[src/hdl/cmfuv_pkg.sv]
// Shared face codes and pipeline sideband type for the cube map face unit.
package cmfuv_pkg;

    typedef logic [2:0] face_t;

    localparam face_t FACE_PX = 3'd0;
    localparam face_t FACE_NX = 3'd1;
    localparam face_t FACE_PY = 3'd2;
    localparam face_t FACE_NY = 3'd3;
    localparam face_t FACE_PZ = 3'd4;
    localparam face_t FACE_NZ = 3'd5;

    typedef struct packed {
        logic  valid;
        logic  zero;
        face_t face;
    } side_t;

endpackage

[src/hdl/cubemap_direction_to_face_uv_top.sv]
// Top level of the cube map face selection pipeline.
//
// Usage:
//   A beat enters when start is high and busy is low. busy is never raised,
//   so one direction (dir_x, dir_y, dir_z, two's complement) may enter every
//   cycle. Each beat produces exactly one result, shown for one cycle with
//   done high: face (0 +X .. 5 -Z), tex_u, tex_v and zero_vector.
//   The pipe holds two front-end stages, one integer-quotient stage,
//   FRAC_BITS - 1 restoring divider stages producing one quotient bit
//   each, and the output register. Throughput is one beat per cycle,
//   set by the fully pipelined divider.
//   Results leave in the order their beats entered.
//   The receiver cannot hold results off; none is needed as nothing stalls.
//   Reset clears all valid bits, so no result appears until a beat has
//   passed the whole pipe. An all-zero direction gives face +X, zero
//   coordinates and zero_vector high.
module cubemap_direction_to_face_uv_top #(
    parameter int COMP_BITS = 16,
    parameter int FRAC_BITS = 16
) (
    input  logic                  clk,
    input  logic                  rst_n,
    input  logic                  start,
    output logic                  busy,
    input  logic [COMP_BITS-1:0]  dir_x,
    input  logic [COMP_BITS-1:0]  dir_y,
    input  logic [COMP_BITS-1:0]  dir_z,
    output logic                  done,
    output logic [2:0]            face,
    output logic [FRAC_BITS-1:0]  tex_u,
    output logic [FRAC_BITS-1:0]  tex_v,
    output logic                  zero_vector
);

    localparam int LATENCY = FRAC_BITS + 3;

    cmfuv_pkg::side_t     sel_sb, div_sb;
    logic [COMP_BITS-1:0] sel_major;
    logic [COMP_BITS:0]   sel_num_u, sel_num_v;
    logic [FRAC_BITS:0]   q_u, q_v;

    logic                 done_reg;
    cmfuv_pkg::face_t     face_reg, face_next;
    logic [FRAC_BITS-1:0] tex_u_reg, tex_u_next;
    logic [FRAC_BITS-1:0] tex_v_reg, tex_v_next;
    logic                 zero_reg;

    assign busy = 1'b0;

    cmfuv_select #(
        .COMP_BITS (COMP_BITS)
    ) u_select (
        .clk      (clk),
        .rst_n    (rst_n),
        .in_valid (start & ~busy),
        .dir_x    (dir_x),
        .dir_y    (dir_y),
        .dir_z    (dir_z),
        .sb       (sel_sb),
        .major    (sel_major),
        .num_u    (sel_num_u),
        .num_v    (sel_num_v)
    );

    cmfuv_div #(
        .COMP_BITS (COMP_BITS),
        .FRAC_BITS (FRAC_BITS)
    ) u_div (
        .clk      (clk),
        .rst_n    (rst_n),
        .sb_in    (sel_sb),
        .major_in (sel_major),
        .num_u_in (sel_num_u),
        .num_v_in (sel_num_v),
        .sb_out   (div_sb),
        .q_u      (q_u),
        .q_v      (q_v)
    );

    // quotient of 2^FRAC_BITS saturates; zero vector overrides everything
    always_comb
    begin
        if (div_sb.zero)
        begin
            face_next  = cmfuv_pkg::FACE_PX;
            tex_u_next = '0;
            tex_v_next = '0;
        end
        else
        begin
            face_next  = div_sb.face;
            tex_u_next = q_u[FRAC_BITS] ? '1 : q_u[FRAC_BITS-1:0];
            tex_v_next = q_v[FRAC_BITS] ? '1 : q_v[FRAC_BITS-1:0];
        end
    end

    always_ff @(posedge clk or negedge rst_n)
    begin
        if (!rst_n)
        begin
            done_reg <= 1'b0;
        end
        else
        begin
            done_reg <= div_sb.valid;
        end
    end

    always_ff @(posedge clk)
    begin
        face_reg  <= face_next;
        tex_u_reg <= tex_u_next;
        tex_v_reg <= tex_v_next;
        zero_reg  <= div_sb.zero;
    end

    assign done        = done_reg;
    assign face        = face_reg;
    assign tex_u       = tex_u_reg;
    assign tex_v       = tex_v_reg;
    assign zero_vector = zero_reg;

    a_start_gives_done: assert property (@(posedge clk) disable iff (!rst_n)
        (start && !busy) |-> ##LATENCY done)
        else $error("accepted beat did not produce a result");

    a_done_has_source: assert property (@(posedge clk) disable iff (!rst_n)
        done |-> $past(start, LATENCY))
        else $error("result without an accepted beat");

    a_face_range: assert property (@(posedge clk) disable iff (!rst_n)
        done |-> (face <= cmfuv_pkg::FACE_NZ))
        else $error("face code out of range");

    a_zero_result: assert property (@(posedge clk) disable iff (!rst_n)
        (done && zero_vector) |->
            (face == cmfuv_pkg::FACE_PX && tex_u == '0 && tex_v == '0))
        else $error("zero vector result not cleared");

endmodule

[src/hdl/cmfuv_select.sv]
// Two-stage front end: magnitudes, major axis choice, face and numerators.
module cmfuv_select #(
    parameter int COMP_BITS = 16
) (
    input  logic                    clk,
    input  logic                    rst_n,
    input  logic                    in_valid,
    input  logic [COMP_BITS-1:0]    dir_x,
    input  logic [COMP_BITS-1:0]    dir_y,
    input  logic [COMP_BITS-1:0]    dir_z,
    output cmfuv_pkg::side_t        sb,
    output logic [COMP_BITS-1:0]    major,
    output logic [COMP_BITS:0]      num_u,
    output logic [COMP_BITS:0]      num_v
);

    // stage 1: components and magnitudes
    logic                        v1_reg;
    logic signed [COMP_BITS-1:0] x1_reg, y1_reg, z1_reg;
    logic [COMP_BITS-1:0]        ax1_reg, ay1_reg, az1_reg;
    logic [COMP_BITS-1:0]        ax_next, ay_next, az_next;

    // stage 2: face, major and numerators
    cmfuv_pkg::side_t            sb_reg, sb_next;
    logic [COMP_BITS-1:0]        major_reg, major_next;
    logic [COMP_BITS:0]          num_u_reg, num_u_next;
    logic [COMP_BITS:0]          num_v_reg, num_v_next;

    logic signed [COMP_BITS:0]   xe, ye, ze, mu, mv;
    logic signed [COMP_BITS+1:0] sum_u, sum_v;

    assign ax_next = dir_x[COMP_BITS-1] ? (~dir_x + 1'b1) : dir_x;
    assign ay_next = dir_y[COMP_BITS-1] ? (~dir_y + 1'b1) : dir_y;
    assign az_next = dir_z[COMP_BITS-1] ? (~dir_z + 1'b1) : dir_z;

    always_ff @(posedge clk or negedge rst_n)
    begin
        if (!rst_n)
        begin
            v1_reg <= 1'b0;
        end
        else
        begin
            v1_reg <= in_valid;
        end
    end

    always_ff @(posedge clk)
    begin
        x1_reg  <= dir_x;
        y1_reg  <= dir_y;
        z1_reg  <= dir_z;
        ax1_reg <= ax_next;
        ay1_reg <= ay_next;
        az1_reg <= az_next;
    end

    assign xe = {x1_reg[COMP_BITS-1], x1_reg};
    assign ye = {y1_reg[COMP_BITS-1], y1_reg};
    assign ze = {z1_reg[COMP_BITS-1], z1_reg};

    always_comb
    begin
        sb_next.valid = v1_reg;
        sb_next.zero  = ((ax1_reg | ay1_reg | az1_reg) == '0);
        if (az1_reg >= ax1_reg && az1_reg >= ay1_reg)
        begin
            sb_next.face = z1_reg[COMP_BITS-1] ? cmfuv_pkg::FACE_NZ : cmfuv_pkg::FACE_PZ;
            major_next   = az1_reg;
            mu           = z1_reg[COMP_BITS-1] ? -xe : xe;
            mv           = -ye;
        end
        else if (ay1_reg >= ax1_reg)
        begin
            sb_next.face = y1_reg[COMP_BITS-1] ? cmfuv_pkg::FACE_NY : cmfuv_pkg::FACE_PY;
            major_next   = ay1_reg;
            mu           = xe;
            mv           = y1_reg[COMP_BITS-1] ? -ze : ze;
        end
        else
        begin
            sb_next.face = x1_reg[COMP_BITS-1] ? cmfuv_pkg::FACE_NX : cmfuv_pkg::FACE_PX;
            major_next   = ax1_reg;
            mu           = x1_reg[COMP_BITS-1] ? ze : -ze;
            mv           = -ye;
        end
        sum_u      = $signed({2'b00, major_next}) + $signed({mu[COMP_BITS], mu});
        sum_v      = $signed({2'b00, major_next}) + $signed({mv[COMP_BITS], mv});
        num_u_next = sum_u[COMP_BITS:0];
        num_v_next = sum_v[COMP_BITS:0];
    end

    always_ff @(posedge clk or negedge rst_n)
    begin
        if (!rst_n)
        begin
            sb_reg <= '0;
        end
        else
        begin
            sb_reg <= sb_next;
        end
    end

    always_ff @(posedge clk)
    begin
        major_reg <= major_next;
        num_u_reg <= num_u_next;
        num_v_reg <= num_v_next;
    end

    assign sb    = sb_reg;
    assign major = major_reg;
    assign num_u = num_u_reg;
    assign num_v = num_v_reg;

endmodule

[src/hdl/cmfuv_div_step.sv]
// One restoring division stage: one quotient bit per lane, two lanes.
module cmfuv_div_step #(
    parameter int COMP_BITS = 16,
    parameter int FRAC_BITS = 16
) (
    input  logic                    clk,
    input  logic                    rst_n,
    input  cmfuv_pkg::side_t        sb_i,
    input  logic [COMP_BITS-1:0]    major_i,
    input  logic [COMP_BITS-1:0]    r_u_i,
    input  logic [COMP_BITS-1:0]    r_v_i,
    input  logic [FRAC_BITS:0]      q_u_i,
    input  logic [FRAC_BITS:0]      q_v_i,
    output cmfuv_pkg::side_t        sb_o,
    output logic [COMP_BITS-1:0]    major_o,
    output logic [COMP_BITS-1:0]    r_u_o,
    output logic [COMP_BITS-1:0]    r_v_o,
    output logic [FRAC_BITS:0]      q_u_o,
    output logic [FRAC_BITS:0]      q_v_o
);

    cmfuv_pkg::side_t     sb_reg;
    logic [COMP_BITS-1:0] major_reg;
    logic [COMP_BITS-1:0] r_u_reg, r_u_next, r_v_reg, r_v_next;
    logic [FRAC_BITS:0]   q_u_reg, q_u_next, q_v_reg, q_v_next;
    logic [COMP_BITS:0]   r2_u, r2_v, d_u, d_v;
    logic                 ge_u, ge_v;

    // remainder stays below major, so the shifted value fits one extra bit
    assign r2_u = {r_u_i, 1'b0};
    assign r2_v = {r_v_i, 1'b0};
    assign ge_u = (r2_u >= {1'b0, major_i});
    assign ge_v = (r2_v >= {1'b0, major_i});
    assign d_u  = ge_u ? (r2_u - {1'b0, major_i}) : r2_u;
    assign d_v  = ge_v ? (r2_v - {1'b0, major_i}) : r2_v;

    assign r_u_next = d_u[COMP_BITS-1:0];
    assign r_v_next = d_v[COMP_BITS-1:0];
    assign q_u_next = {q_u_i[FRAC_BITS-1:0], ge_u};
    assign q_v_next = {q_v_i[FRAC_BITS-1:0], ge_v};

    always_ff @(posedge clk or negedge rst_n)
    begin
        if (!rst_n)
        begin
            sb_reg <= '0;
        end
        else
        begin
            sb_reg <= sb_i;
        end
    end

    always_ff @(posedge clk)
    begin
        major_reg <= major_i;
        r_u_reg   <= r_u_next;
        r_v_reg   <= r_v_next;
        q_u_reg   <= q_u_next;
        q_v_reg   <= q_v_next;
    end

    assign sb_o    = sb_reg;
    assign major_o = major_reg;
    assign r_u_o   = r_u_reg;
    assign r_v_o   = r_v_reg;
    assign q_u_o   = q_u_reg;
    assign q_v_o   = q_v_reg;

endmodule

[src/hdl/cmfuv_div.sv]
// Pipelined two-lane divider: integer part stage then one stage per fraction bit.
module cmfuv_div #(
    parameter int COMP_BITS = 16,
    parameter int FRAC_BITS = 16
) (
    input  logic                    clk,
    input  logic                    rst_n,
    input  cmfuv_pkg::side_t        sb_in,
    input  logic [COMP_BITS-1:0]    major_in,
    input  logic [COMP_BITS:0]      num_u_in,
    input  logic [COMP_BITS:0]      num_v_in,
    output cmfuv_pkg::side_t        sb_out,
    output logic [FRAC_BITS:0]      q_u,
    output logic [FRAC_BITS:0]      q_v
);

    localparam int STEPS = FRAC_BITS - 1;

    cmfuv_pkg::side_t     sb_s    [0:STEPS];
    logic [COMP_BITS-1:0] major_s [0:STEPS];
    logic [COMP_BITS-1:0] r_u_s   [0:STEPS];
    logic [COMP_BITS-1:0] r_v_s   [0:STEPS];
    logic [FRAC_BITS:0]   q_u_s   [0:STEPS];
    logic [FRAC_BITS:0]   q_v_s   [0:STEPS];

    cmfuv_pkg::side_t     sb_reg;
    logic [COMP_BITS-1:0] major_reg;
    logic [COMP_BITS-1:0] r_u_reg, r_v_reg;
    logic [1:0]           qi_u_reg, qi_v_reg;
    logic [COMP_BITS+1:0] ip_u, ip_v;

    // integer part of num/major is 0, 1 or 2; returns {quotient, remainder}
    function automatic logic [COMP_BITS+1:0] int_part(
        input logic [COMP_BITS:0]   num,
        input logic [COMP_BITS-1:0] maj
    );
        logic [COMP_BITS+1:0] two_m;
        logic [COMP_BITS+1:0] n_ext;
        logic [COMP_BITS+1:0] d;
        logic [1:0]           q;
        two_m = {1'b0, maj, 1'b0};
        n_ext = {1'b0, num};
        if (n_ext >= two_m)
        begin
            q = 2'd2;
            d = n_ext - two_m;
        end
        else if (n_ext >= {2'b00, maj})
        begin
            q = 2'd1;
            d = n_ext - {2'b00, maj};
        end
        else
        begin
            q = 2'd0;
            d = n_ext;
        end
        return {q, d[COMP_BITS-1:0]};
    endfunction

    assign ip_u = int_part(num_u_in, major_in);
    assign ip_v = int_part(num_v_in, major_in);

    always_ff @(posedge clk or negedge rst_n)
    begin
        if (!rst_n)
        begin
            sb_reg <= '0;
        end
        else
        begin
            sb_reg <= sb_in;
        end
    end

    always_ff @(posedge clk)
    begin
        major_reg <= major_in;
        qi_u_reg  <= ip_u[COMP_BITS+1:COMP_BITS];
        qi_v_reg  <= ip_v[COMP_BITS+1:COMP_BITS];
        r_u_reg   <= ip_u[COMP_BITS-1:0];
        r_v_reg   <= ip_v[COMP_BITS-1:0];
    end

    assign sb_s[0]    = sb_reg;
    assign major_s[0] = major_reg;
    assign r_u_s[0]   = r_u_reg;
    assign r_v_s[0]   = r_v_reg;
    assign q_u_s[0]   = {{(FRAC_BITS-1){1'b0}}, qi_u_reg};
    assign q_v_s[0]   = {{(FRAC_BITS-1){1'b0}}, qi_v_reg};

    for (genvar i = 0; i < STEPS; i++)
    begin : g_step
        cmfuv_div_step #(
            .COMP_BITS (COMP_BITS),
            .FRAC_BITS (FRAC_BITS)
        ) u_step (
            .clk     (clk),
            .rst_n   (rst_n),
            .sb_i    (sb_s[i]),
            .major_i (major_s[i]),
            .r_u_i   (r_u_s[i]),
            .r_v_i   (r_v_s[i]),
            .q_u_i   (q_u_s[i]),
            .q_v_i   (q_v_s[i]),
            .sb_o    (sb_s[i+1]),
            .major_o (major_s[i+1]),
            .r_u_o   (r_u_s[i+1]),
            .r_v_o   (r_v_s[i+1]),
            .q_u_o   (q_u_s[i+1]),
            .q_v_o   (q_v_s[i+1])
        );
    end

    assign sb_out = sb_s[STEPS];
    assign q_u    = q_u_s[STEPS];
    assign q_v    = q_v_s[STEPS];

endmodule
[config.mk]
export PLATFORM = sky130hd
export DESIGN_NAME = cubemap_direction_to_face_uv_top
export DESIGN_NICKNAME = d
export VERILOG_FILES = /design/src/hdl/cmfuv_pkg.sv /design/src/hdl/cubemap_direction_to_face_uv_top.sv /design/src/hdl/cmfuv_select.sv /design/src/hdl/cmfuv_div_step.sv /design/src/hdl/cmfuv_div.sv
export SDC_FILE = /design/constraint.sdc
export NUM_CORES = 2
export LEC_CHECK = 0
export BUFFER_PORTS_ARGS = -buffer_cell sky130_fd_sc_hd__buf_2
export CORE_MARGIN = 3
export CORE_UTILIZATION = 40
export CTS_CLUSTER_DIAMETER = 100
export DETAILED_ROUTE_END_ITERATION = 12
export GPL_ROUTABILITY_DRIVEN = 0
export PLACE_DENSITY = 0.59
export SETUP_SLACK_MARGIN = 0.05
export SYNTH_ARGS = -nofsm -noshare
export SYNTH_HDL_FRONTEND = slang
export SYNTH_SLANG_ARGS = --single-unit
[constraint.sdc]
create_clock -name clk -period 8.35 [get_ports clk]
set_clock_uncertainty 0.2 [all_clocks]
set_input_delay 1.2525 -clock clk [delete_from_list [all_inputs] [get_ports clk]]
set_output_delay 1.2525 -clock clk [all_outputs]
set_load 0.01 [all_outputs]
==> impl_metrics.tcl <==
set metrics [dict create \
    synth_compound_area_frac 0.142 \
    fin_ws_ns 2.58 \
    path_max_fanout 17 \
    worstHoldStart "u_div.g_step[7].u_step.q_v_o[2]" \
    core_um2 153000 \
    synth_mux_area_frac 0.0792 \
    io_buffer_count 87 \
    fin_crit_sh 0.691 \
    ioPinCount 89 \
    fin_tns_setup_ns 0 \
    fmax_mhz 173 \
    synth-seq-cells 1290 \
    hold_end "u_div.g_step[8].u_step.q_v_o[3]" \
    path_buf_inv 3 \
    worstSetupEndpointType "flip-flop" \
    synth_flop_cell "dfxtp_1" \
    cts_resized 0 \
    start_util 0.404 \
    crit_slowest_cell "nor2_1" \
    yosysSeqAreaShare 0.425 \
    synthesis.nets 6893 \
    dp_hpwl_mm 126 \
    finalHoldViolCount 0 \
    antenna_found_initial 7 \
    maxSlewViolCount 0 \
    rr_worst_depth 22 \
    rows 143 \
    wl_mm 160 \
    synth_xor_xnor_area_share 0.0629 \
    yosysWarnings 0 \
    viasPerCell 5.31 \
    synth-simple-area-share 0.116 \
    grt-ovfl-total 0 \
    wire_per_inst_um 18.8 \
    syn_area_um2 61700 \
    synth_edf_count 0 \
    grt_pass1_wl_mm 247 \
    setup_viol 0 \
    cts_buffers 142 \
    fp.dieH_um 399 \
    insertion_delay_ns 0.80 \
    root_buffer "clkbuf_16" \
    status "finished with violations" \
    regArea_um2 26300 \
    clock-sinks 1290 \
    cap_violations 1 \
    clk_transition_reported_paths_ns 0.06 \
    critPathTopFamily "compound AO/OA/AOI/OAI gates" \
    layout.nets 7071 \
    h-tree-depth 4 \
    multi_input_area_um2 33600 \
    syn2layout_area_growth_pct 13.0 \
    worstPathArrival_ns 6.25 \
    syn_inst 6164 \
    clk_path_buf_depth 3 \
    synth_commonest_cells "1203 x dfxtp_1, 644 x ha_1, 496 x nor2_1, 454 x inv_1, 378 x mux2_2" \
    r2r_start "u_select.ay1_reg[5]" \
    fillers 14339 \
    grt_start_max_net_pins 62 \
    r2r_slack_ns 2.58 \
    dp_slack_ns 2.65 \
    avgSynthCellArea_um2 10.0 \
    synthTopCellsByArea "dfxtp_1 39%, ha_1 13%, mux2_2 6.9%, xnor2_1 4.8%, dfrtp_1 3.5%" \
    synthArstFlopShare 0.0674 \
    num_vias 45064 \
    relSlewSlack 0.00706 \
    ys_types 81 \
    rsz0062_at_grt "false" \
    synth_top_area_frac 0.390 \
    die_area_um2 159000 \
    drt_pre_antenna_iters 6 \
    fin_crit_ns 5.77 \
    track_usage 0.198 \
    criticalPathCategory "flip-flop to flip-flop" \
    die_w_um 399 \
    hold_class "flip-flop to flip-flop" \
    startpoint_type "flip-flop" \
    route.detailed.drc 0 \
    postCtsSetupRepairBufs 0 \
    cp_common_cell "o21ai_0" \
    first_iter_violations 2921 \
    grt_pass1_vias 44137 \
    max_stage_delay_ns 0.87 \
    cp_cell_sequence "inv_1 -> ha_1 -> a21oi_1 -> o21ai_0 -> a221oi_1 -> o211ai_1 -> nand2_1 -> inv_2 -> nor2_1 -> nand2_1 -> o21ai_0 -> ha_1 -> inv_1 -> fa_1 -> nor2b_1 -> o21a_1 -> o21ai_0 -> a2111oi_0 -> o31ai_1 -> o21ai_0 -> a21oi_1 -> xor2_1" \
    r2r_end "u_select.num_u[16]" \
    violations "capacitance limit" \
    hold_depth 0 \
    tightest_slew_ns 1.47 \
    worst_ep_required_time_ns 8.83 \
    cts_hold_buffers 0 \
    synth_top_family_by_area "compound AO/OA/AOI/OAI gates" \
    synth-adder-area-share 0.142 \
    synth.most_common_cell "dfxtp_1" \
    antenna_left 0 \
    cts_tree "built" \
    yosysTopAreaCell "dfxtp_1" \
    drive_gt1_frac 0.127 \
]
[kinds of logic after synthesis]
group                      count (synthesis)
AOI/OAI and AO/OA                       1323
xor gates and xnor gates                 443
adders and majority gates                678
buffers and inverters                    539
DFF                                     1290
muxes                                    441
other                                      1
and+or+nand+nor                         1449
[layout by cell type (no fill, tap or decap), types with 65 or more instances in the layout]
| cell | netlist | routed |
|---|---|---|
| dfrtp_1 | 87 | 86 |
| nand2_1 | 266 | 266 |
| xnor2_1 | 335 | 335 |
| a21o_1 | 160 | 160 |
| o31ai_1 | 65 | 65 |
| nor3_1 | 90 | 89 |
| nand2b_1 | 98 | 98 |
| dfxtp_1 | 1203 | 1203 |
| xor2_1 | 108 | 108 |
| a211oi_1 | 78 | 78 |
| mux2_2 | 378 | 378 |
| nor2b_1 | 85 | 85 |
| inv_1 | 454 | 454 |
| a21oi_1 | 324 | 324 |
| nor2_1 | 496 | 496 |
| nand4_1 | 100 | 100 |
| clkbuf_16 | 0 | 143 |
| o21a_1 | 111 | 111 |
| ha_1 | 644 | 644 |
| buf_2 | 9 | 86 |
| o21ai_0 | 220 | 220 |
[worst max path at each step]
stage / from / end / slack, ns / cells after the start
finish: u_select.ay1_reg[5] / u_select.num_u[16] / 2.58 / 22
global route: u_select.ay1_reg[5] / u_select.num_u[16] / 2.24 / 22
CTS: u_select.z1_reg[0] / u_select.num_u[16] / 2.66 / 22
detailed placement: u_select.z1_reg[0] / u_select.num_u[16] / 2.65 / 22
global placement: u_select.z1_reg[0] / u_select.num_u[16] / 2.68 / 22
floorplan: u_select.z1_reg[0] / u_select.num_u[16] / 3.48 / 24
[layer usage]
layer	global-route usage	wire length, um
met5	0	25
met4	0.0717	5400
met3	0.0311	7000
met2	0.321	72400
met1	0.264	74900
[cell type report]
| cell class | instances | area share |
|---|---|---|
| antenna | 1 | 0.0000359 |
| clock buffer | 185 | 0.0564 |
| clock inverter | 75 | 0.0154 |
| inverter | 461 | 0.0248 |
| multi-input combinational | 4335 | 0.481 |
| sequential | 1290 | 0.377 |
| tap | 2030 | 0.0364 |
| timing repair buffer | 112 | 0.00897 |
[per-stage QoR]
step                instances  area, um2  hold WS (ns)   util
detailed placement       8228      64700         0.112  0.424
global route             8488      69700         0.107  0.457
global placement         8228      64700         0.110  0.424
floorplan                6164      61700         0.110      -
CTS                      8488      69700        0.0992  0.457
finish                   8489      69700         0.102  0.457
Power is left out: the tool's default activity adds up to more than one toggle a clock period on the data nets, which glitch-free logic cannot reach.
